[src/design/lzss_pkg.sv]
`default_nettype none

package lzss_pkg;

    // Size of the history ring, in address bits.
    localparam int WINDOW_BITS = 12;
    localparam int RING_DEPTH  = 1 << WINDOW_BITS;

    localparam logic [7:0] MASK_RESET   = 8'hF0;
    localparam logic [4:0] LEN_BIAS     = 5'd3;
    localparam logic [8:0] FLAG_MARKER  = 9'h100;
    localparam logic [0:0] PHASE_TOKEN  = 1'b0;
    localparam logic [0:0] PHASE_HIGH   = 1'b1;

    typedef logic [WINDOW_BITS-1:0] ring_addr_t;

    typedef struct packed {
        logic [7:0] out_byte;
        logic       byte_valid;
        logic       last_of_run;
        logic       stream_end;
    } result_t;

    typedef struct packed {
        logic       en;
        ring_addr_t addr;
        logic [7:0] data;
    } ring_wr_t;

endpackage

`default_nettype wire

[src/design/lzss_ofifo.sv]
`default_nettype none

module lzss_ofifo (
    input  wire logic               clk,
    input  wire logic               rst_n,
    input  wire logic               push,
    input  wire lzss_pkg::result_t  push_data,
    input  wire logic               pop,
    output logic                    not_empty,
    output logic [1:0]              count,
    output lzss_pkg::result_t       head
);

    lzss_pkg::result_t entry_reg [2];
    logic       wr_ptr_reg;
    logic       rd_ptr_reg;
    logic [1:0] count_reg;
    logic [1:0] count_next;

    always_ff @(posedge clk)
    begin
        if (push)
        begin
            entry_reg[wr_ptr_reg] <= push_data;
        end
    end

    always_comb
    begin
        count_next = count_reg;
        if (push && !pop)
        begin
            count_next = count_reg + 2'd1;
        end
        else if (pop && !push)
        begin
            count_next = count_reg - 2'd1;
        end
    end

    always_ff @(posedge clk or negedge rst_n)
    begin
        if (!rst_n)
        begin
            wr_ptr_reg <= 1'b0;
            rd_ptr_reg <= 1'b0;
            count_reg  <= 2'd0;
        end
        else
        begin
            if (push)
            begin
                wr_ptr_reg <= !wr_ptr_reg;
            end
            if (pop)
            begin
                rd_ptr_reg <= !rd_ptr_reg;
            end
            count_reg <= count_next;
        end
    end

    assign not_empty = (count_reg != 2'd0);
    assign count     = count_reg;
    assign head      = entry_reg[rd_ptr_reg];

endmodule

`default_nettype wire

[config.mk]
export PLATFORM = sky130hd
export DESIGN_NAME = lzss_ofifo
export DESIGN_NICKNAME = d
export VERILOG_FILES = /design/src/design/lzss_pkg.sv /design/src/design/lzss_ofifo.sv
export SDC_FILE = /design/constraint.sdc
export NUM_CORES = 1
export LEC_CHECK = 0
export BUFFER_PORTS_ARGS = -buffer_cell sky130_fd_sc_hd__buf_4
export CORE_MARGIN = 1
export CORE_UTILIZATION = 53
export DETAILED_ROUTE_END_ITERATION = 8
export GPL_ROUTABILITY_DRIVEN = 0
export HOLD_SLACK_MARGIN = 0.06
export PLACE_DENSITY = 0.89
export SETUP_SLACK_MARGIN = 0.15
export SLEW_MARGIN = 20
export SYNTH_ARGS = -nofsm -noshare
export SYNTH_HDL_FRONTEND = slang
export SYNTH_SLANG_ARGS = --single-unit
[constraint.sdc]
create_clock -name clk -period 2.05 [get_ports clk]
set_input_delay 0.1025 -clock clk [delete_from_list [all_inputs] [get_ports clk]]
set_output_delay 0.1025 -clock clk [all_outputs]
set_load 0.01 [all_outputs]
==> results of run 1 <==
[report_power, final]
part | internal (mW) | total [mW] | switching [mW]
Combinational | 0.368 | 0.588 | 0.220
Clock | 0.0759 | 0.214 | 0.138
Sequential | 0.713 | 0.823 | 0.110
[kinds of logic after synthesis]
logic type	after synthesis
multiplexers	11
XOR/XNOR	5
AND/OR/NAND/NOR	4
buffers and inverters	2
flip-flops	26
adder cells (fa/ha/maj)	1
[path summary, 6_finish.rpt]
path	end	slack (ns)	cells after the start
max in group asynchronous	rd_ptr_reg$_DFFE_PN0P_	1.81	2
setup / recovery	head[3]	0.33	2
hold / removal	wr_ptr_reg$_DFFE_PN0P_	0.13	2
setup reg to reg	entry_reg[1][6]$_DFFE_PP_	0.83	1
min in group clk	rd_ptr_reg$_DFFE_PN0P_	0.50	3
hold reg to reg	count[1]$_DFFE_PN0P_	0.51	1
[critical path: stages, from the launching register on]
cell,delay [ns]
sky130_fd_sc_hd__dfrtp_1,0.77
sky130_fd_sc_hd__mux2_2,0.40
sky130_fd_sc_hd__buf_4,0.14
[cells in the final DEF (no fill, tap or decap)]
master / Yosys / layout
sky130_fd_sc_hd__mux2_2: 2 / 2
sky130_fd_sc_hd__buf_4: 0 / 29
sky130_fd_sc_hd__dlygate4sd3_1: 0 / 14
sky130_fd_sc_hd__nor2b_1: 1 / 1
sky130_fd_sc_hd__edfxtp_1: 22 / 22
sky130_fd_sc_hd__clkbuf_4: 0 / 3
sky130_fd_sc_hd__dfrtp_1: 4 / 4
sky130_fd_sc_hd__clkbuf_1: 0 / 1
sky130_fd_sc_hd__ha_1: 1 / 1
sky130_fd_sc_hd__nor2_1: 1 / 1
sky130_fd_sc_hd__and2_1: 1 / 1
sky130_fd_sc_hd__or2_2: 1 / 1
sky130_fd_sc_hd__mux2_4: 9 / 9
sky130_fd_sc_hd__xnor2_1: 1 / 1
sky130_fd_sc_hd__inv_1: 1 / 1
sky130_fd_sc_hd__xor2_1: 4 / 4
[per-stage QoR]
step | power [mW] | area, um^2 | utilization (%) | hold slack (ns)
4_1_cts | 1.62 | 1420 | 80.3 | 0.0976
2_1_floorplan | 1.15 | 1010 | - | -0.193
5_1_grt | 1.70 | 1420 | 80.3 | 0.144
3_3_place_gp | 1.38 | 1250 | 70.9 | -0.0987
3_5_place_dp | 1.40 | 1250 | 70.9 | -0.0982
6_report | 1.63 | 1420 | 80.3 | 0.129
[routing by layer]
layer	vias to the layer above	GRT usage (%)	share of wire [%]
li1	272	-	-
met1	268	19.1	37
met2	19	36.9	58
met3	4	2.38	3.0
met4	0	8.82	1.7
met5	-	0	0
[area by class of cell]
type	count	area share [%]
inverter	1	0.265
sequential	26	53.7
clock buffer	4	1.86
multi-input combinational	21	16.7
tap	25	2.21
timing repair buffer	43	25.3
[what timing repair did]
action                     CTS  global route
hold endpoints to repair    28             0
hold buffers                14             0
buffers inserted             0             0
setup endpoints to repair    0             0
==> flow_results.org, run 1 <==
** Clock network
- Number of sinks driven by the clock tree :: 26
- CTS built an H-tree with a depth of 1.
- TritonCTS clock tree :: done
- Clock latency on the worst-skew pair :: 0.31 ns
- Root buffer cell :: sky130_fd_sc_hd__clkbuf_4
- Clock-pin slew reported for the worst setup and hold paths after clock tree synthesis :: 0.14 ns
- Maximum count of clock buffers along a single path :: 2
- Number of buffers created by CTS :: 3
- Gates resized during post-CTS repair numbered 0.

** Cells and area
- The register with the most flip-flops in the layout has 22 of them.
- The post-route netlist has 46.3% of its cells at a drive strength greater than 1.
- Final-stage net count :: 112
- Sequential cell area :: 761 um^2
- The area growth from synthesis to layout is 39.9%.
- 0 antenna diodes ended up in the layout.
- Once layout is complete, the cells apart from fillers number 120.
- The multi-input combinational cells in the finished layout cover a total of 236 um^2.
- Counting the fill cells in the layout gives 107.

** Yosys
- In the synthesized netlist the dominant register cell turns out to be sky130_fd_sc_hd__edfxtp_1.
- Yosys cell types :: 13
- Flop and latch count out of synthesis :: 26
- Most area-hungry cell type in the Yosys netlist :: sky130_fd_sc_hd__edfxtp_1
- The most common cell in the synthesized netlist is sky130_fd_sc_hd__edfxtp_1.
- Register area share after synthesis :: 75.2%
- Synthesis handed over a netlist of 49 instances.
- Mapped Nets :: 65
- Commonest cells in the netlist :: 22 x sky130_fd_sc_hd__edfxtp_1, 9 x sky130_fd_sc_hd__mux2_4, 4 x sky130_fd_sc_hd__dfrtp_1, 4 x sky130_fd_sc_hd__xor2_1, 2 x sky130_fd_sc_hd__mux2_2
- For this run, the number of Yosys warnings is 0.
- Of the post-synthesis cell area, the part taken by muxes is 15.6%.
- The top cell type by area accounts for 65.3% of the synthesized area.
- Counting flops with a built-in enable in the synthesized netlist gives 22.
- The synthesized netlist devotes 1.24% of its cell area to adder and majority cells.
- Summing the areas of all xor and xnor instances in the mapped netlist gives 4.33% of the synthesized area.
- Ys async rst share :: 15.4%
- After synthesis the cells add up to 1010 um^2.
- The synthesized netlist devotes 0% of its cell area to compound gates.
- Combinational family with the most area after synthesis :: multiplexers
- After Yosys synthesis, and, or, nand and nor cells account for 2.22% of the synthesized area.
- Synthesized area divided by synthesized cell count :: 20.7 um^2
- After synthesis, the cell types taking the most area are sky130_fd_sc_hd__edfxtp_1 65%, sky130_fd_sc_hd__mux2_4 13%, sky130_fd_sc_hd__dfrtp_1 9.9%.

** Detailed routing
- Number of detailed-route iterations in the first pass :: 3
- In the routed design, unresolved DRC markers number 0.
- Remaining antenna violation count :: 0
- Vias post-DR :: 563
- Summed over all layers, the routed wires come to 1720 um.
- Detail-routed net length per standard cell :: 14.3 um
- For this block, the initial DRC count from the detailed router was 5.
- After detailed routing, the number of vias per cell comes to 4.69.

** STA
- Final Max Slew Viols :: 0
- Max Clock Skew :: 0.0140 ns
- Setup repair after global routing missed its margin :: no
- Across all setup checks in the final design, the least slack found is 0.335 ns.
- For the pin with the worst max-slew slack, the measured transition is 0.629 ns.
- Hold Fails Final Rpt :: 0
- Max Clk Rate :: 0.583 GHz
- The final critical path takes up 83.7% of the cycle.
- The worst path in the final design needs a cycle of 1.72 ns, including I/O delays and setup.
- Setup violations remaining at the end of the flow were counted as 0.
- Headroom to the max-slew limit came out at 58.1%.
- Summed over all failing endpoints, the final setup total negative slack is 0 ns.

** Power and ir drop
- The analysis attributes to cell leakage a power of 0.591 nW.
- In this run the power density over the cells is 1150 nW/um^2.
- VDD IR max :: 0.755 mV

** Placed design
- Prior to clock tree synthesis, the placed netlist has a worst setup slack of 0.655 ns.
- Input and output buffers added on the ports amount to 28.
- The wire-length estimate of the detail-placed layout is 1000 um.
- DP Cell Count :: 102

** Setup path
- Worst setup path startpoint :: rd_ptr_reg$_DFFE_PN0P_
- Arrival time reported for the critical path endpoint :: 1.61 ns
- STA classifies the critical path startpoint as a register.
- Critical path fanouts, max :: 12
- STA classifies the critical path endpoint as a primary output.
- CP Data Required Time :: 1.95 ns
- The worst register-to-register path begins at wr_ptr_reg$_DFFE_PN0P_.
- The critical path is of the reg -> out type.

** Global route
- The number of global-route vias before repair came to 583.
- Number of antenna violations at the first check in global routing :: 0
- The first global-routing pass estimated 2520 um of wire.
- Entering global routing, the biggest net connects 15 pins.
- After global routing the overflow that remains totals 0.
- Global-route usage over all layers :: 18.8%

** Run status
- Result of the run :: finished clean

** Floorplanning
- For this configuration, the core starts out at a cell density of 57.4%.
- 29 I/O pins were placed.
- The core region is 1760 um^2.
- Die area :: 2090 um^2
- Measured along the x axis, the die boundary spans 45.7 um.
- After floorplanning, the core was divided into 15 placement rows.
- In this run the vertical extent of the chip is 45.7 um.

** Worst hold path
- The worst hold path belongs to the class in -> async.

** Flow run
- Across the run, the number of max-cap violations was 0.
Power figures use the tool's default switching activity.
==> run 2, diff against run 1 <==
--- a/config.mk
+++ b/config.mk
@@ -7,11 +7,11 @@
 export LEC_CHECK = 0
 export BUFFER_PORTS_ARGS = -buffer_cell sky130_fd_sc_hd__buf_4
 export CORE_MARGIN = 1
-export CORE_UTILIZATION = 53
+export CORE_UTILIZATION = 44
 export DETAILED_ROUTE_END_ITERATION = 8
 export GPL_ROUTABILITY_DRIVEN = 0
 export HOLD_SLACK_MARGIN = 0.06
-export PLACE_DENSITY = 0.89
+export PLACE_DENSITY = 0.8
 export SETUP_SLACK_MARGIN = 0.15
 export SLEW_MARGIN = 20
 export SYNTH_ARGS = -nofsm -noshare
==> constraint.sdc (replaced) <==
create_clock -name clk -period 1.4 [get_ports clk]
set_input_delay 0.07 -clock clk [delete_from_list [all_inputs] [get_ports clk]]
set_output_delay 0.07 -clock clk [all_outputs]
set_load 0.01 [all_outputs]
==> flow_results.org, run 2 (same netlist as run 1, synthesis figures left out) <==
** Run status
- Result of the run: finished clean (unchanged).

** STA
- Fin crit period :: 1.38 ns
- Setup repair after global routing missed its margin: yes (was no).
- The transition time at the pin with the least slew margin is 0.158 ns (was 0.629 ns).
- Final setup violation count :: 0 (unchanged)
- The worst slew margin relative to its limit came to 89.5% (was 58.1%).
- Max Clk Rate :: 0.724 GHz
- Hold Fails Final Rpt :: 0 (unchanged)
- Final worst path period share :: 98.6%
- The worst-case hold slack is 0.0876 ns (was 0.129 ns).
- The setup clock skew after layout is 0.00210 ns (was 0.0140 ns).
- The total negative slack came to 0 ns (unchanged).
- The count of pins over their slew limit came to 0 (unchanged).

** Global route
- Global-route usage over all layers :: 14.0% (was 18.8%)
- The met3 usage in global routing came to 2.78% (was 2.38%).
- Vias in the first global route :: 600 (was 583)
- The busiest layer in global routing is met2 (unchanged).
- Number of antenna violations at the first check in global routing :: 0 (unchanged)
- Fraction of met1 tracks used by global routing :: 13.6% (was 19.1%)
- The pin count of the biggest net entering global routing was 16 (was 15).
- Grt met2 use :: 28.4% (was 36.9%)
- First-pass GRT wire length :: 2520 um (unchanged)
- The overflow left after global routing is 0 (unchanged).

** Detailed routing
- The violation count after the first detailed-route iteration came to 3 (was 5).
- DRC violations left :: 0 (unchanged)
- Number of detailed-route iterations in the first pass :: 2 (was 3)
- The final wirelength is 1610 um (was 1720 um).
- Detail-routed net length per standard cell :: 12.5 um (was 14.3 um)
- The vias after detailed routing came to 580 (was 563).
- The per-cell via count in the routed design is 4.50 (was 4.69).
- Remaining antenna violation count :: 0 (unchanged)

** Cells and area
- # fillers :: 173 (was 107)
- The design area was 1560 um^2 (was 1420 um^2).
- Most common cell after layout, fill and taps aside :: sky130_fd_sc_hd__edfxtp_1 (was sky130_fd_sc_hd__buf_4)
- The final non-filler cell total came to 129 (was 120).
- The post-layout net count is 118 (was 112).
- The total area of multi-input combinational cells came to 249 um^2 (was 236 um^2).
- The layout overhead on the synthesized area was 53.8% (was 39.9%).
- Top library cells by usage in the layout, fill and taps aside :: 22 x sky130_fd_sc_hd__edfxtp_1, 21 x sky130_fd_sc_hd__buf_4, 14 x sky130_fd_sc_hd__dlygate4sd3_1, 14 x sky130_fd_sc_hd__buf_6, 11 x sky130_fd_sc_hd__mux2_4 (was 29 x sky130_fd_sc_hd__buf_4, 22 x sky130_fd_sc_hd__edfxtp_1, 14 x sky130_fd_sc_hd__dlygate4sd3_1, 9 x sky130_fd_sc_hd__mux2_4)
- Layout cells sized above 1 :: 51.5% (was 46.3%)
- Number of flip-flops under the largest register name :: 22 (unchanged)
- The register cell area after layout was 761 um^2 (unchanged).
- The diode insertion count for antenna repair is 0 (unchanged).

** Floorplanning
- Chip Width :: 50.0 um (was 45.7 um)
- The area of the placeable core came to 2190 um^2 (was 1760 um^2).
- Boundary pin count :: 29 (unchanged)
- The site row count is 17 (was 15).
- Starting density of the core :: 46.2% (was 57.4%)
- The die span in y was 50.0 um (was 45.7 um).
- Die area :: 2500 um^2 (was 2090 um^2)

** Clock network
- Clock-pin slew reported for the worst setup and hold paths after clock tree synthesis :: 0.13 ns (was 0.14 ns)
- Root buffer cell :: sky130_fd_sc_hd__clkbuf_4 (unchanged)
- The number of clock buffers inserted by TritonCTS came to 3 (unchanged).
- Clock latency on the worst-skew pair :: 0.30 ns (was 0.31 ns)
- Maximum count of clock buffers along a single path :: 2 (unchanged)
- The clock tree from TritonCTS was done (unchanged).
- The H-tree depth reported by CTS was 1 (unchanged).
- Number of sinks driven by the clock tree :: 26 (unchanged)

** Placed design
- The instance count after placement with tap cells included is 108 (was 102).
- PortBufs :: 28 (unchanged)
- Post-detailed-placement cell area :: 1280 um^2 (was 1250 um^2)

** Power and ir drop
- Power consumption :: 2.84 mW (was 1.63 mW)
- The power density relative to cell area came to 1820 nW/um^2 (was 1150 nW/um^2).
- The standby leakage power is 0.661 nW (was 0.591 nW).
- VDD IR max :: 1.23 mV (was 0.755 mV)

** Setup path
- Highest cell delay on the worst timing path :: 0.43 ns (was 0.77 ns)
- Type of element capturing the critical path :: primary output (unchanged)
- Buffers and inverters on the worst path :: 2 (was 1)
- CP max-delay cell :: sky130_fd_sc_hd__dfrtp_1 (unchanged)
- The critical path required time was 1.33 ns (was 1.95 ns).
- Crit path cell chain: buf_6, mux2_4, buf_6 (was mux2_2, buf_4).
- In this design, the critical path's most frequently occurring cell is sky130_fd_sc_hd__buf_6.
- The capture point of the worst reg-to-reg path was count[1]$_DFFE_PN0P_ (was entry_reg[1][6]$_DFFE_PP_).
- The nature of the critical path startpoint is a register (unchanged).
- Worst reg2reg path depth :: 5 (was 1)
- Delay-heaviest family, CP :: flip-flops (unchanged)
- The largest fanout on the critical path was 7 (was 12).
- Worst flop-to-flop path startpoint :: count[0]$_DFFE_PN0P_ (was wr_ptr_reg$_DFFE_PN0P_)
- The minimum setup slack among reg-to-reg paths came to 0.25 ns (was 0.83 ns).
- Arrival time reported for the critical path endpoint :: 1.31 ns (was 1.61 ns)
- Classification of the worst setup path :: reg -> out (unchanged)

** Flow run
- Max cap viols :: 0 (unchanged)

** Worst hold path
- The class of the tightest hold or removal check is in -> async (unchanged).
-- run 2: cell types whose count changed in the layout (fill, tap and decap cells not counted), moves of 2 or more --
cell | previous run | this run
sky130_fd_sc_hd__mux2_2 | 2 | 0
sky130_fd_sc_hd__mux2_4 | 9 | 11
sky130_fd_sc_hd__buf_4 | 29 | 21
sky130_fd_sc_hd__buf_6 | 0 | 14
-- run 2: how the worst max path moves through the flow --
stage                           start                         to  cells after the start
2_1_floorplan  wr_ptr_reg$_DFFE_PN0P_  entry_reg[0][0]$_DFFE_PP_                      1
3_3_place_gp   rd_ptr_reg$_DFFE_PN0P_                    head[9]                      3
6_report       rd_ptr_reg$_DFFE_PN0P_                    head[9]                      3
5_1_grt        rd_ptr_reg$_DFFE_PN0P_                    head[9]                      3
4_1_cts        rd_ptr_reg$_DFFE_PN0P_                    head[9]                      3
3_5_place_dp   wr_ptr_reg$_DFFE_PN0P_  entry_reg[1][2]$_DFFE_PP_                      2
-- run 2: metal layers --
metal  wire (um)  vias to the layer above  share of wire, %
met5           0                        -                 0
met4           0                        0                 0
met3          66                        0               4.1
met2         936                       20                58
met1         604                      275                38
li1            -                      285                 -
-- run 2: report_power, final --
group / switching, mW / internal, mW
registers: 0.0865 / 1.04
logic: 0.454 / 0.767
clock network: 0.198 / 0.289
total: 0.739 / 2.10
-- run 2: cell type report --
class,instances,area share [%]
Clock buffer,3,1.45
Multi-Input combinational cell,21,16.0
Timing Repair Buffer,49,29.3
Inverter,1,0.241
Sequential cell,26,48.9
Clock inverter,1,1.93
Tap cell,28,2.25
-- run 2: timing repair --
| item | 4_1_cts | 5_1_grt |
|---|---|---|
| hold endpoints to repair | 28 | 0 |
| setup endpoints to repair | 12 | 12 |
| hold buffers | 14 | 0 |
| buffers inserted | 2 | 1 |
| pin swaps | 0 | 2 |
| resized for setup | 15 | 2 |
-- run 2: through the flow --
stage          utilization, %  worst slack (ns)
6_report                 71.0            0.0192
5_1_grt                  71.0           -0.0376
4_1_cts                  70.4            0.0145
3_5_place_dp             58.4             0.305
3_3_place_gp             58.4             0.357
2_1_floorplan               -             0.303
